<file path="src/rtl/ahc_pkg.sv">
// Shared types and constants for the 3x3 affine Hill cipher block.
// No dependencies.
package ahc_pkg;

  localparam int unsigned QUEUE_DEPTH = 2;

  localparam int unsigned CFG_W   = 45;
  localparam int unsigned LTR_W   = 5;
  localparam int unsigned CHAR_W  = 8;
  localparam int unsigned OCHAR_W = 7;
  localparam int unsigned SUM_W   = 12;
  localparam int unsigned QUO_W   = 7;

  localparam logic [44:0] MATRIX_RESET = 45'd1099512676353;
  localparam logic [14:0] OFFSET_RESET = 15'd0;

  localparam logic [7:0] ASCII_UP_A = 8'h41;
  localparam logic [7:0] ASCII_UP_Z = 8'h5a;
  localparam logic [7:0] ASCII_LO_A = 8'h61;
  localparam logic [7:0] ASCII_LO_Z = 8'h7a;

  typedef enum logic [1:0] {
    REG_KEY     = 2'd0,
    REG_OFFSET  = 2'd1,
    REG_INVERSE = 2'd2,
    REG_MODE    = 2'd3
  } reg_idx_e;

  typedef struct packed {
    logic [44:0] key;
    logic [14:0] offset;
    logic [44:0] inverse;
    logic        decrypt;
  } cfg_t;

  // One closed group, already offset-corrected when decrypting.
  typedef struct packed {
    logic [2:0][LTR_W-1:0] x;
    logic                  bad;
    logic                  last;
  } group_t;

endpackage

</file>
<file path="src/rtl/ahc_front.sv">
// Front end: classifies characters, gathers groups of three, pads on last.
// Depends on ahc_pkg.
module ahc_front (
  input  logic                 clk_i,
  input  logic                 rst_ni,
  input  ahc_pkg::cfg_t        cfg_i,
  input  logic                 in_valid_i,
  output logic                 in_ready_o,
  input  logic [7:0]           char_in_i,
  input  logic                 last_in_i,
  input  logic                 q_full_i,
  output logic                 push_o,
  output ahc_pkg::group_t      group_o
);
  import ahc_pkg::*;

  logic [1:0]       count_q, count_d;
  logic             bad_q, bad_d;
  logic [LTR_W-1:0] held0_q, held1_q;
  logic             is_upper, is_lower, bad_now, complete, accept;
  logic [7:0]       diff;
  logic [LTR_W-1:0] val;
  logic [2:0][LTR_W-1:0] v;

  function automatic logic [LTR_W-1:0] sub_mod(input logic [LTR_W-1:0] a,
                                               input logic [LTR_W-1:0] b);
    logic [6:0] t;
    t = 7'(a) + 7'd52 - 7'(b);
    if (t >= 7'd52) begin
      t = t - 7'd52;
    end else if (t >= 7'd26) begin
      t = t - 7'd26;
    end
    return t[LTR_W-1:0];
  endfunction

  assign is_upper = (char_in_i >= ASCII_UP_A) && (char_in_i <= ASCII_UP_Z);
  assign is_lower = (char_in_i >= ASCII_LO_A) && (char_in_i <= ASCII_LO_Z);
  assign bad_now  = !(is_upper || is_lower);
  assign diff     = is_upper ? (char_in_i - ASCII_UP_A) : (char_in_i - ASCII_LO_A);
  assign val      = bad_now ? '0 : diff[LTR_W-1:0];

  assign complete   = last_in_i || (count_q == 2'd2);
  assign in_ready_o = !q_full_i;
  assign accept     = in_valid_i && in_ready_o;
  assign push_o     = accept && complete;

  always_comb begin
    v = '0;
    unique case (count_q)
      2'd0: begin
        v[0] = val;
      end
      2'd1: begin
        v[0] = held0_q;
        v[1] = val;
      end
      default: begin
        v[0] = held0_q;
        v[1] = held1_q;
        v[2] = val;
      end
    endcase
  end

  always_comb begin
    for (int k = 0; k < 3; k++) begin
      group_o.x[k] = cfg_i.decrypt ? sub_mod(v[k], cfg_i.offset[LTR_W*k +: LTR_W]) : v[k];
    end
    group_o.bad  = bad_q || bad_now;
    group_o.last = last_in_i;
  end

  always_comb begin
    count_d = count_q;
    bad_d   = bad_q;
    if (accept) begin
      if (complete) begin
        count_d = 2'd0;
        bad_d   = 1'b0;
      end else begin
        count_d = count_q + 2'd1;
        bad_d   = bad_q || bad_now;
      end
    end
  end

  always_ff @(posedge clk_i or negedge rst_ni) begin
    if (!rst_ni) begin
      count_q <= 2'd0;
      bad_q   <= 1'b0;
    end else begin
      count_q <= count_d;
      bad_q   <= bad_d;
    end
  end

  always_ff @(posedge clk_i) begin
    if (accept && !complete) begin
      if (count_q == 2'd0) begin
        held0_q <= val;
      end else begin
        held1_q <= val;
      end
    end
  end

endmodule

</file>
<file path="src/rtl/ahc_queue.sv">
// Small FIFO of closed groups between front and back end.
// Depends on ahc_pkg.
module ahc_queue #(
  parameter int unsigned Depth = ahc_pkg::QUEUE_DEPTH
) (
  input  logic            clk_i,
  input  logic            rst_ni,
  input  logic            push_i,
  input  ahc_pkg::group_t data_i,
  output logic            full_o,
  input  logic            pop_i,
  output logic            valid_o,
  output ahc_pkg::group_t data_o
);
  import ahc_pkg::*;

  localparam int unsigned PtrW = (Depth > 1) ? $clog2(Depth) : 1;
  localparam int unsigned CntW = $clog2(Depth + 1);
  localparam logic [PtrW-1:0] LastPtr = PtrW'(Depth - 1);
  localparam logic [CntW-1:0] FullCnt = CntW'(Depth);

  group_t          mem_q [Depth];
  logic [PtrW-1:0] wr_ptr_q, rd_ptr_q;
  logic [CntW-1:0] cnt_q;
  logic            do_push, do_pop;

  assign full_o  = (cnt_q == FullCnt);
  assign valid_o = (cnt_q != '0);
  assign data_o  = mem_q[rd_ptr_q];
  assign do_push = push_i && !full_o;
  assign do_pop  = pop_i && valid_o;

  always_ff @(posedge clk_i or negedge rst_ni) begin
    if (!rst_ni) begin
      wr_ptr_q <= '0;
      rd_ptr_q <= '0;
      cnt_q    <= '0;
    end else begin
      if (do_push) begin
        wr_ptr_q <= (wr_ptr_q == LastPtr) ? '0 : wr_ptr_q + PtrW'(1);
      end
      if (do_pop) begin
        rd_ptr_q <= (rd_ptr_q == LastPtr) ? '0 : rd_ptr_q + PtrW'(1);
      end
      if (do_push && !do_pop) begin
        cnt_q <= cnt_q + CntW'(1);
      end else if (do_pop && !do_push) begin
        cnt_q <= cnt_q - CntW'(1);
      end
    end
  end

  always_ff @(posedge clk_i) begin
    if (do_push) begin
      mem_q[wr_ptr_q] <= data_i;
    end
  end

endmodule

</file>
<file path="src/rtl/ahc_back.sv">
// Back end: one matrix row per cycle while the output is not stalled, three-stage pipe with mod-26 reduction.
// Depends on ahc_pkg.
module ahc_back (
  input  logic            clk_i,
  input  logic            rst_ni,
  input  ahc_pkg::cfg_t   cfg_i,
  input  logic            q_valid_i,
  input  ahc_pkg::group_t q_data_i,
  output logic            pop_o,
  output logic            out_valid_o,
  input  logic            out_ready_i,
  output logic [6:0]      char_out_o,
  output logic            bad_char_o,
  output logic            last_out_o
);
  import ahc_pkg::*;

  localparam logic [SUM_W-1:0] RECIP = SUM_W'(2521);

  logic [44:0]      mat;
  logic [LTR_W-1:0] e0, e1, e2, off;
  logic [1:0]       row_q;
  logic             adv, take;
  logic [SUM_W-1:0] sum;
  logic [2*SUM_W-1:0] prod;
  logic [SUM_W-1:0] rem;

  logic             s1_vld_q, s1_bad_q, s1_last_q;
  logic [SUM_W-1:0] s1_sum_q;
  logic             s2_vld_q, s2_bad_q, s2_last_q;
  logic [SUM_W-1:0] s2_sum_q;
  logic [QUO_W-1:0] s2_quo_q;
  logic             out_vld_q, out_bad_q, out_last_q;
  logic [OCHAR_W-1:0] out_char_q;

  assign adv   = !out_vld_q || out_ready_i;
  assign take  = adv && q_valid_i;
  assign pop_o = take && (row_q == 2'd2);
  assign mat   = cfg_i.decrypt ? cfg_i.inverse : cfg_i.key;

  always_comb begin
    unique case (row_q)
      2'd0: begin
        e0 = mat[0 +: LTR_W];
        e1 = mat[5 +: LTR_W];
        e2 = mat[10 +: LTR_W];
        off = cfg_i.offset[0 +: LTR_W];
      end
      2'd1: begin
        e0 = mat[15 +: LTR_W];
        e1 = mat[20 +: LTR_W];
        e2 = mat[25 +: LTR_W];
        off = cfg_i.offset[5 +: LTR_W];
      end
      default: begin
        e0 = mat[30 +: LTR_W];
        e1 = mat[35 +: LTR_W];
        e2 = mat[40 +: LTR_W];
        off = cfg_i.offset[10 +: LTR_W];
      end
    endcase
  end

  assign sum = SUM_W'(e0 * q_data_i.x[0]) + SUM_W'(e1 * q_data_i.x[1])
             + SUM_W'(e2 * q_data_i.x[2]) + (cfg_i.decrypt ? '0 : SUM_W'(off));

  assign prod = s1_sum_q * RECIP;
  assign rem  = s2_sum_q - SUM_W'(s2_quo_q * 5'd26);

  always_ff @(posedge clk_i or negedge rst_ni) begin
    if (!rst_ni) begin
      row_q     <= 2'd0;
      s1_vld_q  <= 1'b0;
      s2_vld_q  <= 1'b0;
      out_vld_q <= 1'b0;
    end else begin
      if (take) begin
        row_q <= (row_q == 2'd2) ? 2'd0 : row_q + 2'd1;
      end
      if (adv) begin
        s1_vld_q  <= q_valid_i;
        s2_vld_q  <= s1_vld_q;
        out_vld_q <= s2_vld_q;
      end
    end
  end

  always_ff @(posedge clk_i) begin
    if (adv) begin
      s1_sum_q   <= sum;
      s1_bad_q   <= q_data_i.bad;
      s1_last_q  <= q_data_i.last && (row_q == 2'd2);
      s2_sum_q   <= s1_sum_q;
      s2_quo_q   <= prod[2*SUM_W-2-:QUO_W];
      s2_bad_q   <= s1_bad_q;
      s2_last_q  <= s1_last_q;
      out_char_q <= ASCII_LO_A[OCHAR_W-1:0] + OCHAR_W'(rem[LTR_W-1:0]);
      out_bad_q  <= s2_bad_q;
      out_last_q <= s2_last_q;
    end
  end

  assign out_valid_o = out_vld_q;
  assign char_out_o  = out_char_q;
  assign bad_char_o  = out_bad_q;
  assign last_out_o  = out_last_q;

endmodule

</file>
<file path="src/rtl/affine_hill_cipher_3x3.sv">
// Top level: configuration registers, front end, group queue, back end.
// A closed group passes through the queue, then the back end's s1, s2 and output registers;
// its three results leave in row order. With full groups and no output stall, sustained rate
// is one character in and one result out per cycle, set by the back end's one-row-per-cycle pipe.
// Reset clears the group state, the queue and the pipe; key and inverse reset
// to identity, offset and mode to zero. Depends on ahc_pkg and the ahc_* modules.
module affine_hill_cipher_3x3 #(
  parameter int unsigned QueueDepth = ahc_pkg::QUEUE_DEPTH
) (
  input  logic        clk_i,
  input  logic        rst_ni,
  input  logic        cfg_we_i,
  input  logic [1:0]  cfg_idx_i,
  input  logic [44:0] cfg_data_i,
  input  logic        in_valid_i,
  output logic        in_ready_o,
  input  logic [7:0]  char_in_i,
  input  logic        last_in_i,
  output logic        out_valid_o,
  input  logic        out_ready_i,
  output logic [6:0]  char_out_o,
  output logic        bad_char_o,
  output logic        last_out_o
);
  import ahc_pkg::*;

  cfg_t   cfg_q;
  group_t push_data, head_data;
  logic   push, pop, q_full, q_valid;

  always_ff @(posedge clk_i or negedge rst_ni) begin
    if (!rst_ni) begin
      cfg_q.key     <= MATRIX_RESET;
      cfg_q.offset  <= OFFSET_RESET;
      cfg_q.inverse <= MATRIX_RESET;
      cfg_q.decrypt <= 1'b0;
    end else if (cfg_we_i) begin
      unique case (reg_idx_e'(cfg_idx_i))
        REG_KEY:     cfg_q.key     <= cfg_data_i;
        REG_OFFSET:  cfg_q.offset  <= cfg_data_i[14:0];
        REG_INVERSE: cfg_q.inverse <= cfg_data_i;
        REG_MODE:    cfg_q.decrypt <= cfg_data_i[0];
        default:     cfg_q.decrypt <= cfg_q.decrypt;
      endcase
    end
  end

  ahc_front u_front (
    .clk_i      (clk_i),
    .rst_ni     (rst_ni),
    .cfg_i      (cfg_q),
    .in_valid_i (in_valid_i),
    .in_ready_o (in_ready_o),
    .char_in_i  (char_in_i),
    .last_in_i  (last_in_i),
    .q_full_i   (q_full),
    .push_o     (push),
    .group_o    (push_data)
  );

  ahc_queue #(
    .Depth (QueueDepth)
  ) u_queue (
    .clk_i   (clk_i),
    .rst_ni  (rst_ni),
    .push_i  (push),
    .data_i  (push_data),
    .full_o  (q_full),
    .pop_i   (pop),
    .valid_o (q_valid),
    .data_o  (head_data)
  );

  ahc_back u_back (
    .clk_i       (clk_i),
    .rst_ni      (rst_ni),
    .cfg_i       (cfg_q),
    .q_valid_i   (q_valid),
    .q_data_i    (head_data),
    .pop_o       (pop),
    .out_valid_o (out_valid_o),
    .out_ready_i (out_ready_i),
    .char_out_o  (char_out_o),
    .bad_char_o  (bad_char_o),
    .last_out_o  (last_out_o)
  );

endmodule

</file>
<file path="config.mk">
export PLATFORM = sky130hd
export DESIGN_NAME = affine_hill_cipher_3x3
export DESIGN_NICKNAME = d
export VERILOG_FILES = /design/src/rtl/ahc_pkg.sv /design/src/rtl/ahc_front.sv /design/src/rtl/ahc_queue.sv /design/src/rtl/ahc_back.sv /design/src/rtl/affine_hill_cipher_3x3.sv
export SDC_FILE = /design/constraint.sdc
export NUM_CORES = 1
export LEC_CHECK = 0
export ABC_AREA = 1
export ABC_CLOCK_PERIOD_IN_PS = 16410
export BUFFER_PORTS_ARGS = -buffer_cell sky130_fd_sc_hd__buf_2
export CORE_ASPECT_RATIO = 2
export CORE_UTILIZATION = 36
export CTS_BUF_LIST = sky130_fd_sc_hd__clkbuf_16
export DETAILED_ROUTE_END_ITERATION = 8
export HOLD_SLACK_MARGIN = 0.05
export SLEW_MARGIN = 20
export SYNTH_ARGS = -nofsm -noshare
export SYNTH_HDL_FRONTEND = slang
export SYNTH_SLANG_ARGS = --single-unit
</file>
<file path="constraint.sdc">
create_clock -name clk_i -period 16.41 [get_ports clk_i]
set_input_delay 3.282 -clock clk_i [delete_from_list [all_inputs] [get_ports clk_i]]
set_output_delay 3.282 -clock clk_i [all_outputs]
set_load 0.05 [all_outputs]
</file>
==> flow_summary.yaml, run 1 <==
run_status:
  status: "finished clean"
routing:
  first_pass_iters: 6
  drc: 0
  vias: 11900
  wl_met1_um: 14000
  vias_per_cell: 4.93
  highest_layer: "met4"
  met2_length_um: 23100
  dr_wl_met3_um: 895
  avgRoutedWirePerCell_um: 16.7
  drt-initial-drc-count: 572
  ant_nets: 0
  finalWirelength_um: 40400
worst_setup_path:
  cpMaxStageDelayCell: "dfrtp_2"
  slowest_delay_ps: 570
  cp_top_family: "adder cells"
  cp_num_buf_inv: 10
  critical_path.startpoint_type: "flip-flop"
  crit_fanout: 60
  critPathRequiredTime_ps: 16630
  worst_setup_path_end_kind: "flip-flop"
  reg2reg_slack_ps: 7740
  arrival_ps: 8890
  critPathMostFrequentCell: "inv_1"
  path_class: "flip-flop to flip-flop"
  reg2reg_to: "u_back.s1_sum_q[9]"
  rr_startpoint: "cfg_q[0]"
  reg2reg_depth: 33
yosys:
  synthArstFlopShare_pct: 60.2
  synthesis.area_mm2: 0.0155
  syn_nets: 2141
  ys_seq_area_share_pct: 34.3
  syn_area_per_cell_um2: 8.56
  ys_seq_elements: 196
  yosysWarnings: 0
  synth_edf_count: 78
  yosysUniqueCellTypes: 48
  postSynthCellCount: 1809
  ys.flop_type: "dfrtp_1"
hold_path:
  hp-class: "flip-flop to flip-flop"
  hold_depth: 0
  hold_start: "u_back.s2_bad_q"
  hold_end: "u_back.bad_char_o"
clock_network:
  path_clk_slew_ps: 80
  numCtsBuffers: 17
  clock_sinks: 196
  cts_hold_buf: 0
  htree_levels: 4
  clkLatencyLatePin_ps: 460
  post_cts_buffers: 0
  root_buffer: "clkbuf_16"
  ctsResizeCount: 0
  ctsLongestPathBuffers: 2
  cts_tree: "built"
placed_design:
  port_buffers: 71
  dp_hpwl_um: 33100
  gp_congestion: 0.938
finish:
  nets: 2196
  syn_to_final_growth_pct: 9.46
  antenna_cells: 0
  regArea_mm2: 0.00530
  drive_gt1_share_pct: 9.17
  multi_input_area_mm2: 0.00875
  fillers: 4245
global_route:
  grt_pass1_vias: 12600
  antenna_found_initial: 0
  overflow: 0
  grt_start_max_net_pins: 91
  grt_pass1_wl_um: 64500
  grt_use_total_pct: 19.5
sta:
  finalCritPeriodShare_pct: 52.8
  min_period_ps: 8670
  hold_viol_final: 0
  finalMaxSlewViolations: 0
  relSlewSlack_pct: 31.2
  clock-skew-final_ps: 16.3
  worst_slew_pin_slew_ps: 1030
  rsz0062_at_grt: "false"
  max_freq_ghz: 0.115
  setup_tns_ps: 0
  setup_viol: 0
floorplan:
  chipWidth_um: 149
  die_height_um: 295
  rows: 107
  start_util_pct: 36.5
  dieArea_mm2: 0.0439
  io_pins: 72
  core_area_mm2: 0.0424
job:
  cap_violations: 0
sequential cells by signal, indices dropped and copies added, names as in the netlist, 2 cells and up:
name and count:
u_back.s1_sum_q 12, u_back.row_q 2, u_back.char_out_o 7, u_front.held0_q 5
u_back.s2_quo_q 4, u_back.s2_sum_q 5, u_queue.mem_q 34, u_front.held1_q 5
u_front.count_q 2, cfg_q 106, u_queue.cnt_q 2
cells by family after synthesis:
logic type,share of synthesized area (%)
AOI/OAI and AO/OA,7.66
and+or+nand+nor,19.8
adders and majority gates,26.6
xor gates and xnor gates,2.38
buffers and inverters,9.30
muxes,0.0647
DFF,34.3
how the worst max path moves through the flow:
stage                        start  slack [ps]            endpoint  cells after the start
final                     cfg_q[0]        7740  u_back.s1_sum_q[9]                     33
after global routing      cfg_q[0]        7180  u_back.s1_sum_q[9]                     33
after CTS                 cfg_q[0]        7790  u_back.s1_sum_q[9]                     33
after detailed placement  cfg_q[0]        7780  u_back.s1_sum_q[9]                     33
after global placement    cfg_q[0]        7880  u_back.s1_sum_q[9]                     33
after floorplan           cfg_q[0]        8990  u_back.s1_sum_q[9]                     32
synthesized netlist by cell type (3+ instances only):
cell type  number  area (µm²)
dfrtp_1       112        2800
dfstp_2         6         158
nand2_2        12        75.1
fa_1           96        1920
inv_1         319        1200
nand3b_1        3        22.5
nand2_1       421        1580
o221ai_1        3        26.3
nor3_1          4        20.0
xor2_1         28         245
or2_2           8        50.1
ha_1          175        2190
nand3_1       132         661
nor2_4          8        90.1
o21bai_1        5        37.5
nor2_1         87         327
a21o_1          5        37.5
o22ai_1         6        37.5
nand4_1        15        93.8
inv_2          12        45.0
o21ai_1         5        25.0
o211ai_1        3        22.5
nand2_4         4        45.0
edfxtp_1       78        2340
clkbuf_1       28         105
xnor2_1        14         123
o21ai_0       144         721
a21oi_1        39         195
buf_2           9        45.0
o21a_1          3        22.5
metrics by stage:
stage          cell area, µm²  hold slack [ps]  util [%]  std cells  setup slack, ps
2_1_floorplan           15500              400         -       1809             8990
3_3_place_gp            16400              409      38.6       2390             7880
4_1_cts                 16900              432      39.9       2421             7790
3_5_place_dp            16400              416      38.6       2390             7780
5_1_grt                 16900              440      39.9       2421             7180
6_report                16900              430      39.9       2421             7740
final cells by class:
cell class	count	share of cell area, %
multi-input cells	1240	51.7
clock buffers	18	2.66
inverters	331	7.33
clock inverters	13	0.591
repair buffers	78	2.42
well taps	545	4.02
flip-flops and latches	196	31.3
worst register-to-register path, delay by kind of cell (launching register included):
kind / cells / cell delay (ps)
flip-flops: 1 / 570
XOR/XNOR: 2 / 350
AO/OA/AOI/OAI: 2 / 310
adder cells (fa/ha/maj): 11 / 4840
AND/OR/NAND/NOR: 8 / 1120
buffers and inverters: 10 / 1250
metal layers:
layer,vias to the layer above,track usage (%)
li1,5873,-
met1,5703,18.3
met2,258,38.9
met3,97,2.11
met4,0,12.3
met5,-,0
cell usage in the layout (no fill, tap or decap), types with 8 or more instances in the layout:
master / count
nand2_1: 421
inv_1: 320
ha_1: 175
o21ai_0: 144
nand3_1: 129
dfrtp_1: 111
fa_1: 96
nor2_1: 86
edfxtp_1: 78
buf_2: 70
a21oi_1: 39
xor2_1: 28
clkbuf_16: 18
nand4_1: 15
inv_2: 14
xnor2_1: 14
nand2_2: 12
nor2_4: 8
or2_2: 8
buf_4: 8
Power of run 1 is left out: the tool's default activity adds up to more than one toggle a clock period on the data nets, which glitch-free logic cannot reach.
==> run 2, diff against run 1 <==
Settings changed: ABC_CLOCK_PERIOD_IN_PS 16410 to 8900.
Clock period 16.41 ns to 8.9 ns, I/O delays scaled along.
==> flow_summary.yaml, run 2 (synthesis results as in run 1) <==
sta:
  setup_viol: 0
  worst_slew_pin_slew_ps: 918
  holdWs_ps: 429
  clock-skew-final_ps: 17.0
  finalMaxSlewViolations: 0
  finalCritPeriodShare_pct: 93.1
  rsz0062_at_grt: "false"
  relSlewSlack_pct: 38.7
  max_freq_ghz: 0.121
  hold_viol_final: 0
  min_period_ps: 8280
  setup_tns_ps: 0
worst_setup_path:
  critPathRequiredTime_ps: 9110
  critical_path.startpoint_type: "flip-flop"
  critPathMostFrequentCell: "inv_1"
  path_class: "flip-flop to flip-flop"
  slowest_delay_ps: 640
  arrival_ps: 8500
  worst_setup_path_end_kind: "flip-flop"
  crit_fanout: 17
  cpMaxStageDelayCell: "dfrtp_1"
placed_design:
  gp_congestion: 0.877
  place_inst: 2396
  dp_hpwl_um: 32900
  port_buffers: 71
floorplan:
  rows: 107
  io_pins: 72
  chipWidth_um: 149
  dieArea_mm2: 0.0439
  start_util_pct: 36.5
  die_height_um: 295
  core_area_mm2: 0.0424
clock_network:
  root_buffer: "clkbuf_16"
  path_clk_slew_ps: 70
  htree_levels: 4
  numCtsBuffers: 17
  clkLatencyLatePin_ps: 470
  ctsResizeCount: 0
  post_cts_buffers: 0
  clock_sinks: 196
  cts_hold_buf: 0
  ctsLongestPathBuffers: 2
  cts_tree: "built"
global_route:
  antenna_found_initial: 0
  use_met3_pct: 2.61
  met2_usage_pct: 38.9
  grt_use_total_pct: 19.2
  top_usage_layer: "met2"
  grt_pass1_wl_um: 63700
  grt_start_max_net_pins: 91
  use_met1_pct: 17.0
  grt_pass1_vias: 12600
  overflow: 0
finish:
  largest_reg_flops: 106
  antenna_cells: 0
  reg_top3: "cfg_q x106, u_queue.mem_q x34, u_back.s1_sum_q x12"
  nets: 2202
  final_cells: 2428
  multi_input_area_mm2: 0.00875
  final_cell_mix: "421 x nand2_1, 319 x inv_1, 175 x ha_1"
  drive_gt1_share_pct: 9.51
  regArea_mm2: 0.00530
  syn_to_final_growth_pct: 10.2
  final_common_cell: "nand2_1"
  fillers: 4330
  largest_register: "cfg_q"
routing:
  avgRoutedWirePerCell_um: 16.5
  ant_nets: 0
  drt-initial-drc-count: 480
  vias_per_cell: 4.95
  first_pass_iters: 5
  finalWirelength_um: 39900
  drc: 0
  vias: 12000
run_status:
  status: "finished clean"
hold_path:
  hp-class: "flip-flop to flip-flop"
job:
  cap_violations: 0
==> run 2: cell types whose count changed in the layout (fill, tap and decap cells not counted), moves of 2 or more <==
cell	before	now
inv_12	0	2
clkinv_2	3	0
clkinv_8	1	3
buf_4	8	13
==> run 2: final timing paths <==
kind / startpoint / to / slack, ps / cells after the start
setup / recovery: u_back.row_q[1] / u_back.s1_sum_q[9] / 620 / 31
hold / removal: u_back.s1_bad_q / u_back.s2_bad_q / 430 / 0
setup reg to reg: u_back.row_q[1] / u_back.s1_sum_q[9] / 620 / 31
hold reg to reg: u_back.s1_bad_q / u_back.s2_bad_q / 430 / 0
max in group asynchronous: rst_ni / cfg_q[0] / 6140 / 2
min in group asynchronous: rst_ni / u_back.out_valid_o / 1310 / 1
==> run 2: layer usage <==
metal / vias up / part of all wire (%)
met4: 0 / 6.4
met3: 96 / 2.4
li1: 5895 / -
met2: 230 / 58
met1: 5802 / 33
met5: - / 0
==> run 2: final cells by class <==
type,count,share of cell area [%]
Tap cell,545,4.00
Clock inverter,15,1.10
Inverter,331,7.28
Multi-Input combinational cell,1240,51.3
Timing Repair Buffer,84,2.74
Sequential cell,196,31.1
Clock buffer,17,2.49
==> run 2: critical path: cells and delay by family, from the launching register on <==
kind	cells	cell delay, ps
buffers and inverters	8	470
XOR/XNOR	2	280
AO/OA/AOI/OAI	2	320
flip-flops	1	640
AND/OR/NAND/NOR	8	1540
adder cells (fa/ha/maj)	11	4750
==> run 2: metrics by stage <==
step	setup slack [ps]	utilization, %	area (µm²)
finish	618	40.2	17100
global route	164	40.2	17100
CTS	640	40.2	17100
detailed placement	670	38.8	16400
global placement	674	38.8	16400
floorplan	1480	-	15500
Power of run 2 is left out for the same reason.
==> run 3, diff against run 2 <==
Settings changed: ABC_CLOCK_PERIOD_IN_PS 8900 to not set, CTS_BUF_LIST sky130_fd_sc_hd__clkbuf_16 to not set.
==> flow_summary.yaml, run 3 (synthesis results as in run 1) <==
worst_setup_path:
  arrival_ps: 8480
  critical_path.startpoint_type: "flip-flop"
  crit_fanout: 17
  critPathRequiredTime_ps: 9110
  critPathMostFrequentCell: "inv_1"
  worst_setup_path_end_kind: "flip-flop"
  path_class: "flip-flop to flip-flop"
  cpMaxStageDelayCell: "dfrtp_1"
  slowest_delay_ps: 640
global_route:
  top_usage_layer: "met2"
  antenna_found_initial: 0
  grt_use_total_pct: 19.2
  grt_start_max_net_pins: 91
  met2_usage_pct: 39.1
  grt_pass1_wl_um: 63700
  use_met3_pct: 2.22
  use_met1_pct: 17.0
  grt_pass1_vias: 12600
  overflow: 0
placed_design:
  gp_congestion: 0.877
  dp_hpwl_um: 32900
  port_buffers: 71
sta:
  setup_viol: 0
  setup_tns_ps: 0
  rsz0062_at_grt: "false"
  max_freq_ghz: 0.121
  hold_viol_final: 0
  relSlewSlack_pct: 38.3
  worst_slew_pin_slew_ps: 925
  finalMaxSlewViolations: 0
  finalCritPeriodShare_pct: 92.9
  clock-skew-final_ps: 15.8
  min_period_ps: 8270
clock_network:
  path_clk_slew_ps: 70
  cts_hold_buf: 0
  cts_tree: "built"
  clock_sinks: 196
  root_buffer: "clkbuf_16"
  ctsLongestPathBuffers: 2
  post_cts_buffers: 0
  htree_levels: 4
  numCtsBuffers: 17
  ctsResizeCount: 0
  clkLatencyLatePin_ps: 470
finish:
  multi_input_area_mm2: 0.00875
  drive_gt1_share_pct: 9.56
  antenna_cells: 0
  regArea_mm2: 0.00530
  largest_reg_flops: 106
  reg_top3: "cfg_q x106, u_queue.mem_q x34, u_back.s1_sum_q x12"
  largest_register: "cfg_q"
  final_cell_mix: "421 x nand2_1, 318 x inv_1, 175 x ha_1"
  final_common_cell: "nand2_1"
  fillers: 4326
  syn_to_final_growth_pct: 10.3
  nets: 2202
job:
  cap_violations: 0
floorplan:
  chipWidth_um: 149
  io_pins: 72
  rows: 107
  start_util_pct: 36.5
  dieArea_mm2: 0.0439
  die_height_um: 295
  core_area_mm2: 0.0424
routing:
  first_pass_iters: 5
  drt-initial-drc-count: 520
  vias: 12100
  finalWirelength_um: 39900
  ant_nets: 0
  avgRoutedWirePerCell_um: 16.5
  vias_per_cell: 4.97
  drc: 0
hold_path:
  hp-class: "flip-flop to flip-flop"
run_status:
  status: "finished clean"
## run 3: stage by stage
stage,area [µm²],setup slack (ps),util [%],std cells,hold slack [ps]
2_1_floorplan,15500,1480,-,1809,400
3_3_place_gp,16400,674,38.8,2396,409
3_5_place_dp,16400,670,38.8,2396,405
4_1_cts,17100,640,40.2,2428,428
5_1_grt,17100,164,40.2,2428,445
6_report,17100,628,40.2,2428,429
## run 3: final timing paths
path / cells after the start / slack (ps) / to / from
hold / removal: 0 / 430 / u_back.s2_bad_q / u_back.s1_bad_q
setup reg to reg: 31 / 630 / u_back.s1_sum_q[9] / u_back.row_q[1]
hold reg to reg: 0 / 430 / u_back.s2_bad_q / u_back.s1_bad_q
min in group asynchronous: 1 / 1310 / u_back.out_valid_o / rst_ni
setup / recovery: 31 / 630 / u_back.s1_sum_q[9] / u_back.row_q[1]
max in group asynchronous: 2 / 6150 / cfg_q[0] / rst_ni
## run 3: per-layer routing
layer  wire (µm)  up-vias
met1       13300     5842
li1            -     5896
met5           0        -
met2       23300      227
met3         847       94
met4        2500        0
## run 3: final cells by class
class	instances	share of cell area, %
clock buffer	19	2.59
clock inverter	13	1.06
inverter	331	7.28
multi-input combinational	1240	51.3
sequential	196	31.1
tap	545	3.99
timing repair buffer	84	2.74
## run 3: worst max-delay path, delay by kind of cell, from the launching register on
kind / cells / cell delay [ps]
compound gates: 2 / 320
xor+xnor: 2 / 290
fa+ha+maj: 11 / 4740
buf+inv: 8 / 470
flops: 1 / 640
simple gates: 8 / 1540
Power of run 3 is left out for the same reason.
